File: config.mk
export PLATFORM = sky130hd
export DESIGN_NAME = cpr_global_pair_decoder_flat
export DESIGN_NICKNAME = d
export VERILOG_FILES = /design/src/hw/rtl/cgpd_pkg.sv /design/src/hw/rtl/cgpd_ifs.sv /design/src/hw/rtl/cgpd_div.sv /design/src/hw/rtl/cgpd_datapath.sv /design/src/hw/rtl/cgpd_ctrl.sv /design/src/hw/rtl/cpr_global_pair_decoder.sv /design/src/flat_wrapper.sv
export SDC_FILE = /design/constraint.sdc
export NUM_CORES = 2
export LEC_CHECK = 0
export BUFFER_PORTS_ARGS = -buffer_cell sky130_fd_sc_hd__buf_4
export CELL_PAD_IN_SITES_DETAIL_PLACEMENT = 1
export CELL_PAD_IN_SITES_GLOBAL_PLACEMENT = 2
export CORE_MARGIN = 2
export CORE_UTILIZATION = 41
export DETAILED_ROUTE_END_ITERATION = 7
export GPL_TIMING_DRIVEN = 0
export PLACE_DENSITY = 0.81
export SLEW_MARGIN = 5
export SYNTH_ARGS = -nofsm -noshare
export SYNTH_HDL_FRONTEND = slang
export SYNTH_SLANG_ARGS = --single-unit
File: constraint.sdc
create_clock -name clk -period 11.82 [get_ports clk]
set_input_delay 2.364 -clock clk [delete_from_list [all_inputs] [get_ports clk]]
set_output_delay 2.364 -clock clk [all_outputs]
set_load 0.05 [all_outputs]
File: src/hw/rtl/cgpd_pkg.sv
`default_nettype none
// ----------------------------------------------------------------------------
// cgpd_pkg
// Shared types, constants and tables for the CPR global pair decoder.
// ----------------------------------------------------------------------------
package cgpd_pkg;

	localparam int unsigned ID_W    = 24;
	localparam int unsigned CPR_W   = 17;
	localparam int unsigned TIME_W  = 32;
	localparam int unsigned WIN_W   = 16;
	localparam int unsigned ANG_W   = 32;
	localparam int unsigned ZONE_W  = 6;
	localparam int unsigned LAT_W   = 34;

	localparam logic [WIN_W-1:0] WINDOW_RESET = 16'd10000;

	localparam logic [ZONE_W-1:0] ZONES_EVEN = 6'd60;
	localparam logic [ZONE_W-1:0] ZONES_ODD  = 6'd59;
	localparam logic [ZONE_W-1:0] NL_MAX     = 6'd59;

	// Divider geometry: numerator, divisor, remainder, two quotient bits per cycle
	localparam int unsigned NUM_W     = 40;
	localparam int unsigned DEN_W     = 7;
	localparam int unsigned REM_W     = 8;
	localparam int unsigned DIV_STEPS = NUM_W / 2;

	// Latitude zone thresholds in units of 1e-8 degree
	localparam int unsigned NL_THR_N = 58;
	typedef logic [63:0] thr_arr_t [NL_THR_N];
	localparam thr_arr_t NL_THR = '{
		64'd1047047130, 64'd1482817437, 64'd1818626357, 64'd2102939493, 64'd2354504487,
		64'd2582924707, 64'd2793898710, 64'd2991135686, 64'd3177209708, 64'd3353993436,
		64'd3522899598, 64'd3685025108, 64'd3841241892, 64'd3992256684, 64'd4138651832,
		64'd4280914012, 64'd4419454951, 64'd4554626723, 64'd4686733252, 64'd4816039128,
		64'd4942776439, 64'd5067150166, 64'd5189342469, 64'd5309516153, 64'd5427817472,
		64'd5544378444, 64'd5659318756, 64'd5772747354, 64'd5884763776, 64'd5995459277,
		64'd6104917774, 64'd6213216659, 64'd6320427479, 64'd6426616523, 64'd6531845310,
		64'd6636171008, 64'd6739646774, 64'd6842322022, 64'd6944242631, 64'd7045451075,
		64'd7145986473, 64'd7245884545, 64'd7345177442, 64'd7443893416, 64'd7542056257,
		64'd7639684391, 64'd7736789461, 64'd7833374083, 64'd7929428225, 64'd8024923213,
		64'd8119801349, 64'd8213956981, 64'd8307199445, 64'd8399173563, 64'd8489166191,
		64'd8575541621, 64'd8653536998, 64'd8700000000
	};

	// Thresholds as binary angles: smallest |a| with |a|*45e8 >= thr*2^29
	typedef logic [ANG_W-1:0] lim_arr_t [NL_THR_N];

	function automatic lim_arr_t make_lims();
		lim_arr_t    l;
		logic [63:0] p;
		for (int i = 0; i < NL_THR_N; i++) begin
			p    = (NL_THR[i] << 29) + 64'd4499999999;
			l[i] = ANG_W'(p / 64'd4500000000);
		end
		return l;
	endfunction

	localparam lim_arr_t NL_LIM = make_lims();

	typedef enum logic [1:0] {
		ST_OK            = 2'd0,
		ST_INCOMPLETE    = 2'd1,
		ST_TOO_OLD       = 2'd2,
		ST_ZONE_MISMATCH = 2'd3
	} status_t;

	typedef enum logic [1:0] {
		OP_LAT_EVEN,
		OP_LAT_ODD,
		OP_LON_ZONE,
		OP_LON_ANGLE
	} div_op_t;

	typedef struct packed {
		logic [ID_W-1:0]   aircraft_id;
		logic              odd_frame;
		logic [CPR_W-1:0]  cpr_lat;
		logic [CPR_W-1:0]  cpr_lon;
		logic [TIME_W-1:0] time_ms;
	} frame_t;

	typedef struct packed {
		logic                    position_valid;
		logic [1:0]              decode_status;
		logic signed [ANG_W-1:0] latitude;
		logic signed [ANG_W-1:0] longitude;
	} result_t;

	typedef struct packed {
		logic    store;
		logic    div_start;
		div_op_t div_op;
		logic    zone_even;
		logic    zone_odd;
		logic    lon_prep;
		logic    load_out;
		status_t status;
	} dp_cmd_t;

	typedef struct packed {
		logic have_pair;
		logic too_old;
		logic div_done;
		logic zone_mismatch;
	} dp_stat_t;

endpackage
`default_nettype wire

File: src/hw/rtl/cgpd_ifs.sv
`default_nettype none
// ----------------------------------------------------------------------------
// cgpd channel interfaces
// Valid/ready channels for frames, results and the window register write.
// ----------------------------------------------------------------------------
interface cgpd_frame_if;
	import cgpd_pkg::*;
	logic   valid;
	logic   ready;
	frame_t data;
	modport source (output valid, output data, input ready);
	modport sink   (input valid, input data, output ready);
endinterface

interface cgpd_result_if;
	import cgpd_pkg::*;
	logic    valid;
	logic    ready;
	result_t data;
	modport source (output valid, output data, input ready);
	modport sink   (input valid, input data, output ready);
endinterface

interface cgpd_cfg_if;
	import cgpd_pkg::*;
	logic             valid;
	logic             ready;
	logic [WIN_W-1:0] data;
	modport source (output valid, output data, input ready);
	modport sink   (input valid, input data, output ready);
endinterface
`default_nettype wire

File: src/hw/rtl/cgpd_div.sv
`default_nettype none
// ----------------------------------------------------------------------------
// cgpd_div
// Restoring unsigned divider, two quotient bits per cycle.
// ----------------------------------------------------------------------------
module cgpd_div (
	input  wire logic                     clk,
	input  wire logic                     arst_n,
	input  wire logic                     start,
	input  wire logic [cgpd_pkg::NUM_W-1:0] num,
	input  wire logic [cgpd_pkg::DEN_W-1:0] den,
	output logic                          done,
	output logic [cgpd_pkg::NUM_W-1:0]    quo,
	output logic [cgpd_pkg::REM_W-1:0]    rem
);
	import cgpd_pkg::*;

	localparam int unsigned CNT_W = $clog2(DIV_STEPS + 1);

	logic [NUM_W-1:0] num_q;
	logic [NUM_W-1:0] quo_q;
	logic [REM_W-1:0] rem_q;
	logic [DEN_W-1:0] den_q;
	logic [CNT_W-1:0] cnt_q;
	logic             busy_q;
	logic             done_q;

	logic [REM_W:0]   t1, t2, s1, s2;
	logic             q1, q2;

	// Two compare-subtract steps on the partial remainder
	always_comb begin
		t1 = {rem_q, num_q[NUM_W-1]};
		q1 = t1 >= (REM_W+1)'(den_q);
		s1 = q1 ? t1 - (REM_W+1)'(den_q) : t1;
		t2 = {s1[REM_W-1:0], num_q[NUM_W-2]};
		q2 = t2 >= (REM_W+1)'(den_q);
		s2 = q2 ? t2 - (REM_W+1)'(den_q) : t2;
	end

	// Load on start, advance one digit pair per cycle
	always_ff @(posedge clk or negedge arst_n) begin
		if (!arst_n) begin
			busy_q <= 1'b0;
			done_q <= 1'b0;
			cnt_q  <= '0;
		end else begin
			done_q <= 1'b0;
			if (start) begin
				busy_q <= 1'b1;
				cnt_q  <= CNT_W'(DIV_STEPS);
			end else if (busy_q) begin
				cnt_q <= cnt_q - 1'b1;
				if (cnt_q == CNT_W'(1)) begin
					busy_q <= 1'b0;
					done_q <= 1'b1;
				end
			end
		end
	end

	always_ff @(posedge clk) begin
		if (start) begin
			num_q <= num;
			den_q <= den;
			quo_q <= '0;
			rem_q <= '0;
		end else if (busy_q) begin
			num_q <= {num_q[NUM_W-3:0], 2'b00};
			quo_q <= {quo_q[NUM_W-3:0], q1, q2};
			rem_q <= s2[REM_W-1:0];
		end
	end

	assign done = done_q;
	assign quo  = quo_q;
	assign rem  = rem_q;
endmodule
`default_nettype wire

File: src/hw/rtl/cgpd_datapath.sv
`default_nettype none
// ----------------------------------------------------------------------------
// cgpd_datapath
// Pair storage, window check, latitude and longitude arithmetic, result register.
// ----------------------------------------------------------------------------
module cgpd_datapath (
	input  wire logic               clk,
	input  wire logic               arst_n,
	input  wire cgpd_pkg::frame_t   frame_data,
	input  wire cgpd_pkg::dp_cmd_t  cmd,
	output cgpd_pkg::dp_stat_t      stat,
	output cgpd_pkg::result_t       out_data,
	cgpd_cfg_if.sink                cfg
);
	import cgpd_pkg::*;

	logic [WIN_W-1:0]  window_q;
	logic [ID_W-1:0]   cur_id_q;
	logic              have_even_q, have_odd_q;
	logic [CPR_W-1:0]  even_lat_q, even_lon_q, odd_lat_q, odd_lon_q;
	logic [TIME_W-1:0] even_time_q, odd_time_q;

	logic signed [LAT_W-1:0] rlat_e_q, rlat_o_q;
	logic [ZONE_W-1:0]       nl_e_q, nl_o_q;
	logic signed [7:0]       m_q;
	logic [ZONE_W-1:0]       ni_q;
	logic [ZONE_W-1:0]       lon_zone_q;
	logic [ANG_W-1:0]        rlon_q;
	div_op_t                 op_q;
	result_t                 out_q;

	// Window register
	assign cfg.ready = 1'b1;
	always_ff @(posedge clk or negedge arst_n) begin
		if (!arst_n) begin
			window_q <= WINDOW_RESET;
		end else if (cfg.valid) begin
			window_q <= cfg.data;
		end
	end

	// Store the frame; a new aircraft drops the other half of the pair
	logic new_ac;
	assign new_ac = frame_data.aircraft_id != cur_id_q;

	always_ff @(posedge clk or negedge arst_n) begin
		if (!arst_n) begin
			cur_id_q    <= '0;
			have_even_q <= 1'b0;
			have_odd_q  <= 1'b0;
		end else if (cmd.store) begin
			cur_id_q <= frame_data.aircraft_id;
			if (frame_data.odd_frame) begin
				have_odd_q  <= 1'b1;
				have_even_q <= have_even_q & ~new_ac;
			end else begin
				have_even_q <= 1'b1;
				have_odd_q  <= have_odd_q & ~new_ac;
			end
		end
	end

	always_ff @(posedge clk) begin
		if (cmd.store) begin
			if (frame_data.odd_frame) begin
				odd_lat_q  <= frame_data.cpr_lat;
				odd_lon_q  <= frame_data.cpr_lon;
				odd_time_q <= frame_data.time_ms;
			end else begin
				even_lat_q  <= frame_data.cpr_lat;
				even_lon_q  <= frame_data.cpr_lon;
				even_time_q <= frame_data.time_ms;
			end
		end
	end

	// Time gap and newer frame
	logic              even_later;
	logic              odd_newer;
	logic [TIME_W-1:0] dt;
	assign even_later = even_time_q > odd_time_q;
	assign odd_newer  = ~even_later;
	assign dt = even_later ? even_time_q - odd_time_q : odd_time_q - even_time_q;

	// Latitude zone index j and its residues mod 60 and mod 59
	logic [23:0]        e59, o60;
	logic signed [25:0] lat_sum;
	logic signed [8:0]  j;
	logic signed [8:0]  j60, j59;
	always_comb begin
		e59     = 24'(even_lat_q) * 24'd59;
		o60     = 24'(odd_lat_q) * 24'd60;
		lat_sum = $signed({2'b00, e59}) - $signed({2'b00, o60}) + 26'sd65536;
		j       = $signed(lat_sum[25:17]);
		j60     = (j < 0) ? j + 9'sd60 : j;
		j59     = j;
		if (j59 < 0) j59 = j59 + 9'sd59;
		if (j59 < 0) j59 = j59 + 9'sd59;
		if (j59 >= 9'sd59) j59 = j59 - 9'sd59;
	end

	// Longitude zone count and index m
	logic [ZONE_W-1:0]  nl_sel, nl_m1, ni_raw, ni;
	logic [22:0]        lon_pe, lon_po;
	logic signed [25:0] lon_sum;
	logic [CPR_W-1:0]   lon_sel;
	always_comb begin
		nl_sel  = odd_newer ? nl_o_q : nl_e_q;
		nl_m1   = nl_sel - 1'b1;
		ni_raw  = nl_sel - ZONE_W'(odd_newer);
		ni      = (ni_raw == '0) ? ZONE_W'(1) : ni_raw;
		lon_pe  = 23'(even_lon_q) * 23'(nl_m1);
		lon_po  = 23'(odd_lon_q) * 23'(nl_sel);
		lon_sum = $signed({3'b000, lon_pe}) - $signed({3'b000, lon_po}) + 26'sd65536;
		lon_sel = odd_newer ? odd_lon_q : even_lon_q;
	end

	always_ff @(posedge clk) begin
		if (cmd.lon_prep) begin
			m_q  <= $signed(lon_sum[24:17]);
			ni_q <= ni;
		end
	end

	// Divider operands
	logic [NUM_W-1:0] div_num;
	logic [DEN_W-1:0] div_den;
	logic [14:0]      m_pos;
	always_comb begin
		m_pos = 15'({ni_q, 6'b000000}) + {{7{m_q[7]}}, m_q};
		case (cmd.div_op)
			OP_LAT_EVEN: begin
				div_num = {1'b0, j60[5:0], even_lat_q, 16'h0000} + NUM_W'(ZONES_EVEN);
				div_den = {ZONES_EVEN, 1'b0};
			end
			OP_LAT_ODD: begin
				div_num = {1'b0, j59[5:0], odd_lat_q, 16'h0000} + NUM_W'(ZONES_ODD);
				div_den = {ZONES_ODD, 1'b0};
			end
			OP_LON_ZONE: begin
				div_num = NUM_W'(m_pos);
				div_den = {1'b0, ni_q};
			end
			OP_LON_ANGLE: begin
				div_num = {1'b0, lon_zone_q, lon_sel, 16'h0000} + NUM_W'(ni_q);
				div_den = {ni_q, 1'b0};
			end
			default: begin
				div_num = '0;
				div_den = '0;
			end
		endcase
	end

	logic             div_done;
	logic [NUM_W-1:0] div_quo;
	logic [REM_W-1:0] div_rem;

	cgpd_div u_div (
		.clk    (clk),
		.arst_n (arst_n),
		.start  (cmd.div_start),
		.num    (div_num),
		.den    (div_den),
		.done   (div_done),
		.quo    (div_quo),
		.rem    (div_rem)
	);

	// Latitude wrap: 270 degrees and above fold to negative
	logic signed [LAT_W-1:0] lat_wrapped;
	always_comb begin
		lat_wrapped = $signed({1'b0, div_quo[LAT_W-2:0]});
		if (div_quo[LAT_W-2:0] >= 33'h0C000_0000) begin
			lat_wrapped = lat_wrapped - 34'sh1_0000_0000;
		end
	end

	// Capture the quotient or remainder of the finished operation
	always_ff @(posedge clk) begin
		if (cmd.div_start) begin
			op_q <= cmd.div_op;
		end
		if (div_done) begin
			case (op_q)
				OP_LAT_EVEN:  rlat_e_q   <= lat_wrapped;
				OP_LAT_ODD:   rlat_o_q   <= lat_wrapped;
				OP_LON_ZONE:  lon_zone_q <= div_rem[ZONE_W-1:0];
				OP_LON_ANGLE: rlon_q     <= div_quo[ANG_W-1:0];
				default:      rlon_q     <= rlon_q;
			endcase
		end
	end

	// Zone count NL from the thermometer of threshold compares
	logic signed [LAT_W-1:0] zone_in, zone_abs;
	logic [ZONE_W-1:0]       zone_cnt;
	always_comb begin
		zone_in  = cmd.zone_odd ? rlat_o_q : rlat_e_q;
		zone_abs = (zone_in < 0) ? -zone_in : zone_in;
		zone_cnt = '0;
		for (int i = 0; i < NL_THR_N; i++) begin
			zone_cnt = zone_cnt + ZONE_W'(zone_abs[ANG_W-1:0] >= NL_LIM[i]);
		end
	end

	always_ff @(posedge clk) begin
		if (cmd.zone_even) nl_e_q <= NL_MAX - zone_cnt;
		if (cmd.zone_odd)  nl_o_q <= NL_MAX - zone_cnt;
	end

	// Result register
	logic              ok;
	logic [LAT_W-1:0]  rlat_sel;
	assign ok       = cmd.status == ST_OK;
	assign rlat_sel = odd_newer ? rlat_o_q : rlat_e_q;

	always_ff @(posedge clk) begin
		if (cmd.load_out) begin
			out_q.position_valid <= ok;
			out_q.decode_status  <= cmd.status;
			out_q.latitude       <= ok ? $signed(rlat_sel[ANG_W-1:0]) : '0;
			out_q.longitude      <= ok ? $signed(rlon_q) : '0;
		end
	end

	assign out_data = out_q;

	assign stat.have_pair     = have_even_q & have_odd_q;
	assign stat.too_old       = dt > TIME_W'(window_q);
	assign stat.div_done      = div_done;
	assign stat.zone_mismatch = nl_e_q != nl_o_q;
endmodule
`default_nettype wire

File: src/hw/rtl/cgpd_ctrl.sv
`default_nettype none
// ----------------------------------------------------------------------------
// cgpd_ctrl
// Sequencer for one decode: check, latitude divides, zone compare, longitude.
// ----------------------------------------------------------------------------
module cgpd_ctrl (
	input  wire logic               clk,
	input  wire logic               arst_n,
	input  wire logic               frame_valid,
	output logic                    frame_ready,
	output logic                    out_valid,
	input  wire logic               out_ready,
	input  wire cgpd_pkg::dp_stat_t stat,
	output cgpd_pkg::dp_cmd_t       cmd
);
	import cgpd_pkg::*;

	typedef enum logic [3:0] {
		S_IDLE,
		S_CHECK,
		S_LAT_E,
		S_LAT_O,
		S_ZONE_E,
		S_ZONE_O,
		S_ZCHK,
		S_LON_START,
		S_LON_ZONE,
		S_ANG_START,
		S_LON_ANG,
		S_EMIT
	} state_t;

	state_t  state_q, state_d;
	status_t status_q, status_d;
	logic    out_valid_q;

	// Commands and next state
	always_comb begin
		state_d     = state_q;
		status_d    = status_q;
		cmd         = '0;
		cmd.status  = status_q;
		frame_ready = 1'b0;
		case (state_q)
			S_IDLE: begin
				frame_ready = 1'b1;
				if (frame_valid) begin
					cmd.store = 1'b1;
					state_d   = S_CHECK;
				end
			end
			S_CHECK: begin
				if (!stat.have_pair) begin
					status_d = ST_INCOMPLETE;
					state_d  = S_EMIT;
				end else if (stat.too_old) begin
					status_d = ST_TOO_OLD;
					state_d  = S_EMIT;
				end else begin
					cmd.div_start = 1'b1;
					cmd.div_op    = OP_LAT_EVEN;
					state_d       = S_LAT_E;
				end
			end
			S_LAT_E: begin
				if (stat.div_done) begin
					cmd.div_start = 1'b1;
					cmd.div_op    = OP_LAT_ODD;
					state_d       = S_LAT_O;
				end
			end
			S_LAT_O: begin
				if (stat.div_done) state_d = S_ZONE_E;
			end
			S_ZONE_E: begin
				cmd.zone_even = 1'b1;
				state_d       = S_ZONE_O;
			end
			S_ZONE_O: begin
				cmd.zone_odd = 1'b1;
				state_d      = S_ZCHK;
			end
			S_ZCHK: begin
				if (stat.zone_mismatch) begin
					status_d = ST_ZONE_MISMATCH;
					state_d  = S_EMIT;
				end else begin
					cmd.lon_prep = 1'b1;
					state_d      = S_LON_START;
				end
			end
			S_LON_START: begin
				cmd.div_start = 1'b1;
				cmd.div_op    = OP_LON_ZONE;
				state_d       = S_LON_ZONE;
			end
			S_LON_ZONE: begin
				if (stat.div_done) state_d = S_ANG_START;
			end
			S_ANG_START: begin
				cmd.div_start = 1'b1;
				cmd.div_op    = OP_LON_ANGLE;
				state_d       = S_LON_ANG;
			end
			S_LON_ANG: begin
				if (stat.div_done) begin
					status_d = ST_OK;
					state_d  = S_EMIT;
				end
			end
			S_EMIT: begin
				if (!out_valid_q || out_ready) begin
					cmd.load_out = 1'b1;
					state_d      = S_IDLE;
				end
			end
			default: state_d = S_IDLE;
		endcase
	end

	// Hold state, status and the result valid flag
	always_ff @(posedge clk or negedge arst_n) begin
		if (!arst_n) begin
			state_q     <= S_IDLE;
			status_q    <= ST_OK;
			out_valid_q <= 1'b0;
		end else begin
			state_q  <= state_d;
			status_q <= status_d;
			if (cmd.load_out) begin
				out_valid_q <= 1'b1;
			end else if (out_ready) begin
				out_valid_q <= 1'b0;
			end
		end
	end

	assign out_valid = out_valid_q;
endmodule
`default_nettype wire

File: src/hw/rtl/cpr_global_pair_decoder.sv
`default_nettype none
// ----------------------------------------------------------------------------
// cpr_global_pair_decoder
// Global airborne CPR position decode from an even/odd frame pair.
// ----------------------------------------------------------------------------
// Each frame request is stored as the even or odd half of the pair for the
// tracked aircraft (a new aircraft id drops the stored pair) and produces one
// result request. The decode runs through a single shared divider that yields
// two quotient bits per cycle. An incomplete or stale pair goes straight to the
// output; a full decode uses four divisions, and a new frame is accepted only
// once the previous decode has loaded its result. The next frame is taken while
// a result still waits on the output register. Angles are signed binary angles,
// 2^32 = 360 degrees.
module cpr_global_pair_decoder (
	input  wire logic     clk,
	input  wire logic     arst_n,
	cgpd_frame_if.sink    frame,
	cgpd_result_if.source result,
	cgpd_cfg_if.sink      cfg
);
	import cgpd_pkg::*;

	dp_cmd_t  cmd;
	dp_stat_t stat;

	cgpd_ctrl u_ctrl (
		.clk         (clk),
		.arst_n      (arst_n),
		.frame_valid (frame.valid),
		.frame_ready (frame.ready),
		.out_valid   (result.valid),
		.out_ready   (result.ready),
		.stat        (stat),
		.cmd         (cmd)
	);

	cgpd_datapath u_datapath (
		.clk        (clk),
		.arst_n     (arst_n),
		.frame_data (frame.data),
		.cmd        (cmd),
		.stat       (stat),
		.out_data   (result.data),
		.cfg        (cfg)
	);
endmodule
`default_nettype wire

File: src/flat_wrapper.sv
// flat-port wrapper written by rule: the top's interface ports become plain ports
module cpr_global_pair_decoder_flat import cgpd_pkg::*;
  (clk, arst_n, frame_valid, frame_data, frame_ready, result_valid, result_data, result_ready, cfg_valid, cfg_data, cfg_ready);
  cgpd_frame_if frame_i ();
  cgpd_result_if result_i ();
  cgpd_cfg_if cfg_i ();
  input  wire logic clk;
  input  wire logic arst_n;
  input wire logic [$bits(frame_i.valid)-1:0] frame_valid;
  input wire logic [$bits(frame_i.data)-1:0] frame_data;
  output wire logic [$bits(frame_i.ready)-1:0] frame_ready;
  output wire logic [$bits(result_i.valid)-1:0] result_valid;
  output wire logic [$bits(result_i.data)-1:0] result_data;
  input wire logic [$bits(result_i.ready)-1:0] result_ready;
  input wire logic [$bits(cfg_i.valid)-1:0] cfg_valid;
  input wire logic [$bits(cfg_i.data)-1:0] cfg_data;
  output wire logic [$bits(cfg_i.ready)-1:0] cfg_ready;
  assign frame_i.valid = frame_valid;
  assign frame_i.data = frame_data;
  assign frame_ready = frame_i.ready;
  assign result_valid = result_i.valid;
  assign result_data = result_i.data;
  assign result_i.ready = result_ready;
  assign cfg_i.valid = cfg_valid;
  assign cfg_i.data = cfg_data;
  assign cfg_ready = cfg_i.ready;
  cpr_global_pair_decoder u_core (.clk(clk), .arst_n(arst_n), .frame(frame_i), .result(result_i), .cfg(cfg_i));
endmodule
Yosys cells after proc, flatten, opt, wreduce, memory -nomap -nowiden

Cells that the tools add are included.

Add/sub/neg operators: 79
Magnitude comparators: 67
Bitwise gates (word level): 6
Equal/unequal tests: 28
Reduce and logical (&&, ||, !) cells: 18
Multiply operators: 4
Muxes and demuxes: 57

Operators with widths:

| kind                                                                     | count |
|---|---|
| 32-bit by 30-bit >= comparator with 1-bit output (second input constant) | 41 |
| 32-bit by 29-bit >= comparator with 1-bit output (second input constant) | 13 |
| 6-bit by 1-bit adder with 6-bit output                                   | 52 |
| 40-bit one-hot mux with 4 select lines                                   | 1 |
| 32-bit by 28-bit >= comparator with 1-bit output (second input constant) | 3 |
| 32-bit two-way mux                                                       | 3 |
| 39-bit by 6-bit adder with 40-bit output (second input constant)         | 2 |
| 40-bit two-way mux                                                       | 2 |
| 34-bit two-way mux                                                       | 2 |
| 32-bit subtractor                                                        | 2 |
| 24-bit by 18-bit adder with 25-bit output (second input constant)        | 2 |
| 4-bit one-hot mux with 12 select lines                                   | 1 |
| 23-bit by 23-bit subtractor with 24-bit output                           | 2 |
| 17-bit by 6-bit multiplier with 23-bit output                            | 2 |
| 39-bit by 6-bit adder with 40-bit output                                 | 1 |
| 4-bit two-way mux                                                        | 9 |
| 34-bit by 1-bit < comparator with 1-bit output (second input constant)   | 1 |
| 33-bit by 33-bit subtractor with 34-bit output (second input constant)   | 1 |
| 33-bit by 32-bit >= comparator with 1-bit output (second input constant) | 1 |
| 32-bit by 27-bit >= comparator with 1-bit output (second input constant) | 1 |
| 32-bit by 16-bit > comparator with 1-bit output                          | 1 |
| 32-bit > comparator                                                      | 1 |
| 32-bit negator                                                           | 1 |
| 7-bit one-hot mux with 4 select lines                                    | 1 |
| 55 further kinds                                                         | 113 |

Output and inout port bits: 70
Bits of input ports: 112
Register bits: 477
Logic and storage cells: 292

Depth between registers and ports, before layout

Word-level depth: 64
Depth in mapped cells: 46
Depth with buffers taken out: 46

Hierarchy

From an unflattened synthesis, not the netlist that was laid out.

Cell total of the unflattened synthesis: 4194
Area, all modules: 40926.8 um^2

Modules (own cells, without submodules):

| module        | seq. area each (um^2) | instances | area an instance (um^2) | cells each |
|---|---|---|---|---|
| cgpd_datapath | 10996.8               | 1         | 35590.4                 | 3732 |
| cgpd_div      | 2547.4                | 1         | 4742.0                  | 393 |
| cgpd_ctrl     | 175.2                 | 1         | 594.3                   | 69 |

Least setup slack after synthesis

Ideal clock, no wire load.

Kind: reg2reg
Start: register u_core.u_datapath.odd_lat_q[1]
End: register u_core.u_datapath.u_div.num_q[34] (data pin)
Path slack: 1.634 ns
Library setup time: 0.265 ns
Stages on the path, launching flop included: 45
Period minus slack after synthesis: 10.186 ns
Data arrival time: 9.921 ns
Cells stage by stage: edfxtp_1 fa_1 fa_1 inv_1 fa_1 nor2b_1 o21ai_0 a21boi_0 o21ai_0 a21boi_0 o21ai_0 a21boi_0 o21ai_0 a21boi_0 nor2_1 fa_1 fa_1 inv_1 (+9 left out) nand2b_1 xor2_1 ha_1 o31ai_1 nor3_1 a21oi_1 clkbuf_1 nor2_1 nor2_1 ha_1 nor2_1 and4_1 a211o_1 a21oi_1 mux2i_1 o22ai_1 mux2_2 o211ai_1

Word-level cells in the longest chain between the ends: 12

RTL lines:

| what                                                                                                                 | line                                     | source |
|---|---|---|
| from (decl)                                                                                                          | cgpd_datapath.sv:20                      | `logic [CPR_W-1:0] even_lat_q, even_lon_q, odd_lat_q, odd_lon_q;` |
| from (signal assigned)                                                                                               | cgpd_datapath.sv:66                      | `odd_lat_q <= frame_data.cpr_lat;` |
| 17-bit by 4-bit multiplier with 21-bit output                                                                        | cgpd_datapath.sv:92                      | `o60 = 24'(odd_lat_q) * 24'd60;` |
| 23-bit by 23-bit subtractor with 24-bit output                                                                       | cgpd_datapath.sv:93                      | `lat_sum = $signed({2'b00, e59}) - $signed({2'b00, o60}) + 26'sd65536;` |
| 24-bit by 18-bit adder with 25-bit output                                                                            | cgpd_datapath.sv:93                      |  |
| 8-bit by 7-bit adder with 9-bit output / 8-bit by 1-bit < comparator with 1-bit output (equally long branches)       | cgpd_datapath.sv:97, cgpd_datapath.sv:95 |  |
| 9-bit two-way mux                                                                                                    | cgpd_datapath.sv:97                      | `if (j59 < 0) j59 = j59 + 9'sd59;` |
| 9-bit by 7-bit adder with 9-bit output / 9-bit by 1-bit < comparator with 1-bit output (equally long branches)       | cgpd_datapath.sv:98                      | `if (j59 < 0) j59 = j59 + 9'sd59;` |
| 9-bit two-way mux                                                                                                    | cgpd_datapath.sv:98                      |  |
| 9-bit by 7-bit >= comparator with 1-bit output / 6-bit by 4-bit subtractor with 6-bit output (equally long branches) | cgpd_datapath.sv:99                      | `if (j59 >= 9'sd59) j59 = j59 - 9'sd59;` |
| 6-bit two-way mux                                                                                                    | cgpd_datapath.sv:99                      |  |
| 39-bit by 6-bit adder with 40-bit output                                                                             | cgpd_datapath.sv:137                     | `div_num = {1'b0, j59[5:0], odd_lat_q, 16'h0000} + NUM_W'(ZONES_ODD);` |
| 40-bit one-hot mux with 4 select lines *                                                                             | cgpd_datapath.sv:131                     | `case (cmd.div_op)` |
| 40-bit two-way mux *                                                                                                 | cgpd_div.sv:63                           | `if (start) begin` |
| to (signal assigned)                                                                                                 | cgpd_div.sv:64                           | `num_q <= num;` |
| to (signal assigned)                                                                                                 | cgpd_div.sv:69                           | `num_q <= {num_q[NUM_W-3:0], 2'b00};` |
| to (decl)                                                                                                            | cgpd_div.sv:20                           | `logic [NUM_W-1:0] num_q;` |

Every way passes the cells marked *; elsewhere a longest branch is shown, timed or not.
A chain may end at the register's enable or synchronous reset.

Final worst setup path

Start: register u_core.u_datapath.odd_time_q[9]
End: register u_core.u_datapath.m_q[6] (data pin)

Word-level cells in the longest chain between the ends: 6

RTL lines:

| what                                             | line                 | source |
|---|---|---|
| from (decl)                                      | cgpd_datapath.sv:21  | `logic [TIME_W-1:0] even_time_q, odd_time_q;` |
| from (signal assigned)                           | cgpd_datapath.sv:68  | `odd_time_q <= frame_data.time_ms;` |
| 32-bit > comparator *                            | cgpd_datapath.sv:81  | `assign even_later = even_time_q > odd_time_q;` |
| 6-bit two-way mux *                              | cgpd_datapath.sv:108 | `nl_sel = odd_newer ? nl_o_q : nl_e_q;` |
| 6-bit by 1-bit subtractor with 6-bit output      | cgpd_datapath.sv:109 | `nl_m1 = nl_sel - 1'b1;` |
| 17-bit by 6-bit multiplier with 23-bit output    | cgpd_datapath.sv:112 | `lon_pe = 23'(even_lon_q) * 23'(nl_m1);` |
| 23-bit by 23-bit subtractor with 24-bit output * | cgpd_datapath.sv:114 | `lon_sum = $signed({3'b000, lon_pe}) - $signed({3'b000, lon_po}) + 26'sd65536;` |
| 24-bit by 18-bit adder with 25-bit output *      | cgpd_datapath.sv:114 |  |
| via u_core.u_datapath.lon_sum[23]                | cgpd_datapath.sv:105 | `logic signed [25:0] lon_sum;` |
| to (signal assigned)                             | cgpd_datapath.sv:120 | `m_q <= $signed(lon_sum[24:17]);` |
| to (decl)                                        | cgpd_datapath.sv:25  | `logic signed [7:0] m_q;` |

The timed path passes the listed nets; every way through them passes the cells marked *.

==> flow_summary.yaml <==
yosys:
  syn_nets: 4813
  yosys.area_share.simple_pct: 12.82
  ys_top_cells_by_count: "inv_1, edfxtp_1, nand2_1"
  synthFlopType: "edfxtp_1"
  ys_seq_area_share_pct: 33.70
  netlist_area_um2: 40290
  synth_fa_ha_area_share_pct: 24.15
  synth-xor-area-share_pct: 4.317
  synth-compound-area-share_pct: 14.04
  synth_cell_type_count: 102
  synth_top_family_by_area: "adder cells"
  synth.most_common_cell: "inv_1"
  ys_warn_count: 0
  syn_area_per_cell_um2: 9.810
  synth_edf_count: 378
  synth_mux_area_share_pct: 4.379
  synth_top_cell_by_area: "edfxtp_1"
  synth.area.top_cells: "edfxtp_1, fa_1, ha_1"
  synth-seq-cells: 475
  synth_top_area_share_pct: 28.17
  async_flop_share_pct: 11.79
  synthCells: 4107
critical_path:
  r2r_slack_ns: 0.72
  cp-start-kind: "register"
  cp_slowest_cell: "xnor2_1"
  crit-reg2reg-launch: "u_core.u_datapath.odd_time_q[9]"
  max_stage_delay_ns: 0.87
  worstPathArrival_ns: 11.48
  path_buf_inv: 6
  worst-setup-path-type: "reg2reg"
  worstReg2RegEnd: "u_core.u_datapath.m_q[6]"
  end_kind: "register"
  crit_start: "u_core.u_datapath.odd_time_q[9]"
  crit_family: "compound AO/OA/AOI/OAI gates"
  worstRegToRegCells: 33
  crit_path_frequent_cell: "fa_1"
  crit_required_ns: 12.20
  critPathMaxFanout: 17
route:
  wire_per_inst_um: 22.03
  drt_iter0_markers: 2026
  postRouteAntennaNets: 0
  via_per_inst: 5.499
  wl_met2_um: 60870
  vias: 31260
  drt_wl_total_um: 125200
  routed.top_layer: "met5"
  routed-wl-met3_um: 5388
  first_pass_iters: 5
  drc: 0
  drt-met1-wl_um: 56290
global_route:
  grt_overflow_total: 0
  grt_pass1_vias: 33570
  grt_pass1_wl_um: 197900
  grt_usage_pct: 24.91
  antenna_found_initial: 2
  grt_max_degree: 57
sta:
  final-hold-violation-count: 0
  maxSlewHeadroom_pct: 18.38
  rsz0062_at_grt: "false"
  slew_viol_final: 0
  fin_crit_ns: 11.10
  clock_skew_ns: 0.05370
  fin_setup_tns_ns: 0
  fin_hold_ws_ns: 0.4799
  setup_viol: 0
  tightest_slew_ns: 1.215
  fin_crit_sh_pct: 93.95
  fmax_ghz: 0.09005
placed_design:
  place_congestion: 0.9467
  placed_cell_area_um2: 43510
  io_buffer_count: 180
  dp.cells: 5582
  hpwlAfterDp_um: 101000
cts:
  cts_root_buf: "clkbuf_16"
  cts_hold_buffers: 0
  path_clk_slew_ns: 0.06
  cts_tree: "done"
  clk-insertion-delay-late_ns: 0.66
  cts_sinks: 475
  cts_max_path_buffers: 3
  cts_buffers: 52
  h-tree-depth: 2
cells_and_area:
  nNetsFinal: 5068
  syn_to_final_growth_pct: 12.66
  drive_gt1_share_pct: 9.805
  final_area_um2: 45390
  final_cells: 5684
die:
  start_util_pct: 41.54
  row_count: 114
  io_pins: 182
  core_region_area_um2: 96990
  die-area_um2: 100800
  die_h_um: 317.5
  die-width_um: 317.5
worst_hold_path:
  whs_path_depth: 1
  worstHoldStart: "u_core.u_datapath.have_odd_q"
  min_to: "u_core.u_datapath.have_odd_q"
  hp-class: "reg2reg"
status:
  status: "completed"
run:
  drv_cap: 0
==> registers in the layout, summed over array words and instances (netlist names), 4 cells and up <==
register and flops:
u_core.u_datapath.out_data 67, u_core.u_datapath.u_div.num_q 40, u_core.u_datapath.rlat_e_q 33, u_core.u_datapath.rlat_o_q 33
u_core.u_datapath.u_div.quo 33, u_core.u_datapath.even_time_q 32, u_core.u_datapath.odd_time_q 32, u_core.u_datapath.rlon_q 32
u_core.u_datapath.cur_id_q 24, u_core.u_datapath.even_lat_q 17, u_core.u_datapath.even_lon_q 17, u_core.u_datapath.odd_lat_q 17
u_core.u_datapath.odd_lon_q 17, u_core.u_datapath.window_q 16, u_core.u_datapath.m_q 8, u_core.u_datapath.u_div.rem 8
u_core.u_datapath.u_div.den_q 7, u_core.u_datapath.lon_zone_q 6, u_core.u_datapath.ni_q 6, u_core.u_datapath.nl_e_q 6
u_core.u_datapath.nl_o_q 6, u_core.u_datapath.u_div.cnt_q 5, u_core.u_ctrl.state_q 4
==> kinds of logic after synthesis <==
logic type,count (synthesis)
xor+xnor,196
fa+ha+maj,595
mux,171
simple gates,1097
compound gates,888
buf+inv,684
other cells,1
flops,475
==> stage by stage <==
stage	setup WS, ns	utilization, %
3_3_place_gp	-0.5376	44.58
6_report	0.7152	46.80
5_1_grt	0.0004858	46.80
4_1_cts	0.01033	46.67
3_5_place_dp	-0.7598	44.85
2_1_floorplan	1.634	-
==> cell type report <==
cell class / count / area, um2
flip-flops and latches: 475 / 13580
clock buffers: 79 / 1504
well taps: 1276 / 1597
clock inverters: 19 / 250.2
inverters: 532 / 1999
repair buffers: 203 / 1613
fillers: 10920 / 51600
plain buffers: 150 / 650.6
diodes: 2 / 5.005
multi-input cells: 2948 / 24190
==> placed cells by master, fill, tap and decap left out, types with 69 or more instances in the layout <==
cell type and count:
a21oi_1 240, and2_1 69, buf_4 197, clkbuf_1 122, edfxtp_1 378, fa_1 305
ha_1 289, inv_1 526, mux2i_1 130, nand2_1 353, nor2_1 300, nor2b_1 69
o21ai_0 224, xnor2_1 121, xor2_1 69
==> worst max path at each step <==
stage	cells past startpoint	slack, ns	endpoint
after global placement	36	-0.54	u_core.u_datapath.m_q[6]
after global routing	41	0.0005	u_core.u_datapath.u_div.num_q[34]
after floorplan	44	1.63	u_core.u_datapath.u_div.num_q[34]
final	33	0.72	u_core.u_datapath.m_q[6]
after CTS	36	0.01	u_core.u_datapath.m_q[6]
after detailed placement	37	-0.76	u_core.u_datapath.m_q[6]
==> repair_timing <==
| item | CTS | global route |
|---|---|---|
| pin swaps | 0 | 2 |
| cloned | 0 | 0 |
| buffers inserted | 0 | 4 |
| setup endpoints to repair | 8 | 16 |
| resized for setup | 4 | 34 |
==> per-layer routing <==
layer	vias to the layer above	GRT usage [%]
met5	-	0
met4	2	5.831
met3	138	2.768
met2	707	43.00
met1	15720	33.55
li1	14690	-
Power is left out: the tool's default activity adds up to more than one toggle a clock period on the data nets, which glitch-free logic cannot reach.
